==> config.mk <==
export PLATFORM = sky130hd
export DESIGN_NAME = mrpt_datapath
export DESIGN_NICKNAME = d
export VERILOG_FILES = /design/src/rtl/mrpt_pkg.sv /design/src/rtl/mrpt_datapath.sv
export SDC_FILE = /design/constraint.sdc
export NUM_CORES = 2
export LEC_CHECK = 0
export BUFFER_PORTS_ARGS = -buffer_cell sky130_fd_sc_hd__buf_2
export CORE_MARGIN = 2
export CORE_UTILIZATION = 70
export DETAILED_ROUTE_END_ITERATION = 10
export PLACE_DENSITY_LB_ADDON = 0.1
export SLEW_MARGIN = 0
export SYNTH_ARGS = -nofsm -noshare
export SYNTH_HDL_FRONTEND = slang
export SYNTH_SLANG_ARGS = --single-unit
==> constraint.sdc <==
create_clock -name clk -period 17.45 [get_ports clk]
set_clock_uncertainty 0.15 [all_clocks]
set_input_delay 3.49 -clock clk [delete_from_list [all_inputs] [get_ports clk]]
set_output_delay 3.49 -clock clk [all_outputs]
set_load 0.02 [all_outputs]
==> src/rtl/mrpt_pkg.sv <==
// Package with constants, types and tables for the Miller-Rabin primality tester.
package mrpt_pkg;
	localparam int unsigned WORD_BITS_DEF = 64;
	localparam int unsigned BASE_COUNT_DEF = 7;
	localparam int unsigned BASE_TABLE_LEN = 12;
	localparam int unsigned BASE_BITS = 6;
	localparam int unsigned BASE_IDX_BITS = 4;

	typedef enum logic [2:0] {
		DP_NOP,
		DP_LOAD,
		DP_SHIFT_D,
		DP_LOAD_BASE,
		DP_MUL_RES,
		DP_MUL_SQ,
		DP_MUL_X
	} dp_op_t;

	typedef struct packed {
		dp_op_t op;
		logic [BASE_IDX_BITS-1:0] base_idx;
	} dp_cmd_t;

	typedef struct packed {
		logic busy;
		logic d_odd;
		logic e_zero;
		logic e_lsb;
		logic x_is_one;
		logic x_is_nm1;
		logic base_zero;
		logic n_small_prime;
		logic n_lt2;
		logic n_even;
		logic s_more;
	} dp_status_t;

	function automatic logic [BASE_BITS-1:0] witness(input logic [BASE_IDX_BITS-1:0] idx);
		case (idx)
			4'd0: witness = 6'd2;
			4'd1: witness = 6'd3;
			4'd2: witness = 6'd5;
			4'd3: witness = 6'd7;
			4'd4: witness = 6'd11;
			4'd5: witness = 6'd13;
			4'd6: witness = 6'd17;
			4'd7: witness = 6'd19;
			4'd8: witness = 6'd23;
			4'd9: witness = 6'd29;
			4'd10: witness = 6'd31;
			4'd11: witness = 6'd37;
			default: witness = 6'd2;
		endcase
	endfunction
endpackage

==> src/rtl/mrpt_datapath.sv <==
// Datapath holding n, d, the exponent and the modular shift-add multiplier.
module mrpt_datapath #(
	parameter int unsigned WORD_BITS = mrpt_pkg::WORD_BITS_DEF
) (
	input  logic clk,
	input  logic arst_n,
	input  logic [WORD_BITS-1:0] n_in,
	input  mrpt_pkg::dp_cmd_t cmd,
	output mrpt_pkg::dp_status_t status
);
	import mrpt_pkg::*;

	localparam int unsigned CNT_BITS = $clog2(WORD_BITS + 1);

	typedef enum logic [1:0] {
		DST_RES,
		DST_SQ,
		DST_X
	} dst_t;

	logic [WORD_BITS-1:0] n_q, d_q, e_q, res_q, sq_q, x_q, acc_q, mx_q, my_q;
	logic [CNT_BITS-1:0] s_q, r_q, bit_q;
	logic busy_q;
	dst_t dst_q;
	logic [WORD_BITS-1:0] nm1, base_full, acc2, acc3, room1, room2;
	logic [WORD_BITS-1:0] base_mod;
	logic [BASE_BITS-1:0] base_small;
	logic n_wide;
	logic ge1, ge2;

	assign nm1 = n_q - WORD_BITS'(1);
	assign base_full = WORD_BITS'(witness(cmd.base_idx));
	assign n_wide = |n_q[WORD_BITS-1:BASE_BITS];
	// Table bases fit in six bits, so only a narrow n needs reducing; n is odd and at
	// least 9 here, so a table base (at most 37) needs at most four subtracts.
	always_comb begin
		base_small = witness(cmd.base_idx);
		if (!n_wide) begin
			for (int k = 0; k < 4; k++) begin
				if (base_small >= n_q[BASE_BITS-1:0])
					base_small = base_small - n_q[BASE_BITS-1:0];
			end
		end
	end
	assign base_mod = n_wide ? base_full : WORD_BITS'(base_small);

	assign room1 = n_q - acc_q;
	assign ge1 = acc_q >= room1;
	assign acc2 = ge1 ? acc_q - room1 : acc_q + acc_q;
	assign room2 = n_q - mx_q;
	assign ge2 = acc2 >= room2;
	assign acc3 = my_q[WORD_BITS-1] ? (ge2 ? acc2 - room2 : acc2 + mx_q) : acc2;

	always_ff @(posedge clk or negedge arst_n) begin
		if (!arst_n) begin
			busy_q <= 1'b0;
			n_q <= '0;
			d_q <= '0;
			e_q <= '0;
			res_q <= '0;
			sq_q <= '0;
			x_q <= '0;
			acc_q <= '0;
			mx_q <= '0;
			my_q <= '0;
			s_q <= '0;
			r_q <= '0;
			bit_q <= '0;
			dst_q <= DST_RES;
		end else if (busy_q) begin
			acc_q <= acc3;
			my_q <= my_q << 1;
			bit_q <= bit_q - CNT_BITS'(1);
			if (bit_q == CNT_BITS'(1)) begin
				busy_q <= 1'b0;
				case (dst_q)
					DST_RES: res_q <= acc3;
					DST_SQ: sq_q <= acc3;
					default: x_q <= acc3;
				endcase
			end
		end else begin
			case (cmd.op)
				DP_LOAD: begin
					n_q <= n_in;
					d_q <= n_in - WORD_BITS'(1);
					s_q <= '0;
				end
				DP_SHIFT_D: begin
					d_q <= d_q >> 1;
					s_q <= s_q + CNT_BITS'(1);
				end
				DP_LOAD_BASE: begin
					sq_q <= base_mod;
					res_q <= WORD_BITS'(1);
					e_q <= d_q;
					r_q <= CNT_BITS'(1);
				end
				DP_MUL_RES: begin
					mx_q <= res_q; my_q <= sq_q; dst_q <= DST_RES;
					acc_q <= '0; bit_q <= CNT_BITS'(WORD_BITS); busy_q <= 1'b1;
				end
				DP_MUL_SQ: begin
					mx_q <= sq_q; my_q <= sq_q; dst_q <= DST_SQ;
					acc_q <= '0; bit_q <= CNT_BITS'(WORD_BITS); busy_q <= 1'b1;
					e_q <= e_q >> 1;
					x_q <= res_q;
				end
				DP_MUL_X: begin
					mx_q <= x_q; my_q <= x_q; dst_q <= DST_X;
					acc_q <= '0; bit_q <= CNT_BITS'(WORD_BITS); busy_q <= 1'b1;
					r_q <= r_q + CNT_BITS'(1);
				end
				default: ;
			endcase
		end
	end

	always_comb begin
		status.busy = busy_q;
		status.d_odd = d_q[0];
		status.e_zero = (e_q == '0);
		status.e_lsb = e_q[0];
		status.x_is_one = (x_q == WORD_BITS'(1));
		status.x_is_nm1 = (x_q == nm1);
		status.base_zero = (sq_q == '0);
		status.n_lt2 = (n_q < WORD_BITS'(2));
		status.n_even = ~n_q[0];
		status.s_more = (r_q < s_q);
		status.n_small_prime = (n_q == WORD_BITS'(2)) || (n_q == WORD_BITS'(3)) ||
			(n_q == WORD_BITS'(5)) || (n_q == WORD_BITS'(7)) ||
			(n_q == WORD_BITS'(11)) || (n_q == WORD_BITS'(13)) ||
			(n_q == WORD_BITS'(17)) || (n_q == WORD_BITS'(19)) ||
			(n_q == WORD_BITS'(23));
	end
endmodule

==> metrics <==
core area=72,700 sq um; final hold viol count=0; fin. max-slew vios=0; clock-pin slew on the worst setup and hold paths=60 ps; area grow syn2layout=6.48%; critical path's largest stage delay=770 ps; initial core utilization=70.5%; clk sinks=600; crit-path max FO=80; main flop type after synthesis=dfrtp_1; WP depth=45; CTS max path bufs=3; H-tree depth=3; GRT busiest layer=met2; final setup fails=0; Syn Nets=7,027; CTS tree=done; share of cells above drive strength 1=~5.8%; max-cap viol count=0; port buffer count=slightly above 80; Hold Path Class=flip-flop to flip-flop; RSZ-0062 raised after global routing=false; startpoint types=flip-flop; initial antenna violation count=20; Vias/cell=7.22; sequential area share after synthesis=~30%; worst relative slew slack=a little under a tenth; highest clock rate=approximately 65 MHz; FFs w/ async S/R, synth=100%; status=completed; most used cell along the critical path=o21ai_0; gr usage total=51.8%; Worst R2R Setup Slack=2070 ps; die height=roughly 270 microns; vias=54.2k; total negative slack=0 ps; CP max stage cell=a21oi_1; vias in the first global route=between 40k and 50k; hold buffer count at CTS=0; number of synthesized register bits=600; # fillers=between 5k and 6k; met3 Track Usage GR=roughly 29%; Setup Buffers After CTS=0; largest net degree at the start of global routing=about 130; CP bufs+invs=2; row cnt=99; CP endpoint kind=flip-flop; M2 GR Usage=68.6%; Clock Latency Late Sink=approximately 650 ps; post-DP HPWL=150,000 microns; Final min period=15,380 ps; worst setup margin=2070 ps; Worst Hold Depth=2; WL/cell=approximately 27 microns; FF-to-FF path depth=45; worst-margin pin slew=approximately 1400 ps; dpl ws=between 3000 and 4000 ps; Post-Route WL=200,000 microns; initial DRC count=~8.1k; Critical Path RT=about 18,000 ps; I/O pins=84; Syn Area/Cell=7.76 sq um; Num CTS Buffers=68; CTS root buffer=clkbuf_16; full die area=75,400 sq um; global placement routability congestion=1.22; grt total ovfl=0; Post-synth EDFFs=0; Ys Warns=0; Resized cells post-CTS=0; first-pass GRT wire length=296,000 microns; post-synthesis cell type count=102; Synth Instances=6,606; arrival time at the worst endpoint=15,670 ps; DRC viols=0; Tcrit/Tclk final=between 80 and 90%; Final nets=6,904; met1 Use GR=66.1%; Routed Antenna Nets=0; synthesized area=between 50,000 and 60,000 sq um; Die X-Extent=275 microns; Setup Crit Path Kind=flip-flop to flip-flop; kind of cell adding the most delay to the critical path=compound AO/OA/AOI/OAI gates; drt first pass iters=8
## metrics by stage
step           instance area [sq um]  utilization [%]  instances  hold WS [ps]
2_1_floorplan                  51300                -       6606           300
3_3_place_gp                   52300             71.9       7372           317
3_5_place_dp                   52300             71.9       7372           334
4_1_cts                        54600             75.1       7490           347
5_1_grt                        54600             75.1       7493           380
6_report                       54600             75.1       7505           347
## worst register-to-register path, delay by kind of cell (launching register included)
| kind | cells | cell delay, ps |
|---|---|---|
| AO/OA/AOI/OAI | 28 | 7870 |
| AND/OR/NAND/NOR | 10 | 3400 |
| buffers and inverters | 2 | 1260 |
| adder cells (fa/ha/maj) | 3 | 1130 |
| flip-flops | 1 | 660 |
| multiplexers | 1 | 580 |
| XOR/XNOR | 1 | 120 |
## cells in the mapped netlist, types with 24 or more instances
cell type	count	area, sq um
and2_1	33	206
a31oi_1	65	407
nand3_1	217	1090
mux2i_1	102	1020
a211oi_1	105	788
inv_1	286	1070
nor2_1	340	1280
dfrtp_1	600	15000
a21oi_1	582	2910
or3_1	42	263
a221o_1	74	741
nor4_1	97	607
xnor2_1	275	2410
buf_1	28	105
nand2_1	1098	4120
xor2_1	189	1660
maj3_1	26	260
o21ai_0	511	2560
nor3_1	103	515
nand2b_1	70	438
nand4_1	103	644
a21o_1	217	1630
and3_1	55	344
a31o_2	24	210
o31ai_1	41	308
o211ai_1	52	390
a22o_1	40	350
o21bai_1	59	443
ha_1	341	4270
o21ai_1	91	455
nor2b_1	49	307
o21a_1	34	255
clkbuf_1	305	1140
## routing by layer
metal | share of wire, % | wire [microns]
met3 | 19 | 37500
met1 | 36 | 72900
met5 | 0.080 | 160
met2 | 38 | 75700
met4 | 6.9 | 13800
## kinds of logic (layout without fill, tap and decap cells)
group / count (synthesis) / in the layout / synth area share [%]
buffers and inverters: 638 / 563 / 4.75
other: 0 / 15 / 0
AOI/OAI and AO/OA: 2101 / 2101 / 25.8
muxes: 115 / 115 / 2.28
and+or+nand+nor: 2314 / 2314 / 20.9
DFF: 600 / 600 / 29.3
adders and majority gates: 374 / 374 / 9.10
xor gates and xnor gates: 464 / 464 / 7.92
## final cells by class
| cell class | instances | area (sq um) | area share [%] |
|---|---|---|---|
| repair buffers | 155 | 966 | 1.77 |
| diodes | 15 | 37.5 | 0.0687 |
| clock inverters | 33 | 457 | 0.836 |
| well taps | 959 | 1200 | 2.20 |
| flip-flops and latches | 600 | 15000 | 27.5 |
| clock buffers | 85 | 1870 | 3.42 |
| multi-input cells | 5368 | 34000 | 62.2 |
| inverters | 290 | 1090 | 1.99 |
## cell usage in the layout, fill, tap and decap left out, types with 102 or more instances in the layout
cell type,netlist,layout
ha_1,341,341
nand2_1,1098,1097
nor2_1,340,333
inv_1,286,286
mux2i_1,102,102
nand3_1,217,213
xnor2_1,275,275
o21ai_0,511,511
xor2_1,189,189
dfrtp_1,600,598
a211oi_1,105,105
a21o_1,217,217
nand4_1,103,103
a21oi_1,582,581
## worst paths after layout
| kind | from | endpoint |
|---|---|---|
| worst max-delay path | n_q[1] | x_q[42] |
| worst min-delay path | bit_q[1] | bit_q[1] |
| worst max register to register | n_q[1] | x_q[42] |
| worst min register to register | bit_q[1] | bit_q[1] |
| max in group asynchronous | arst_n | busy_q |
| min in group asynchronous | arst_n | d_q[8] |
## state kept, by name, indices dropped and copies added, names as in the netlist
register,flops
acc_q,64
d_q,64
e_q,64
mx_q,64
my_q,64
n_q,64
res_q,64
sq_q,64
x_q,64
bit_q,7
r_q,7
s_q,7
dst_q,2
busy_q,1
Power is left out: the tool's default activity adds up to more than one toggle a clock period on the data nets, which glitch-free logic cannot reach.
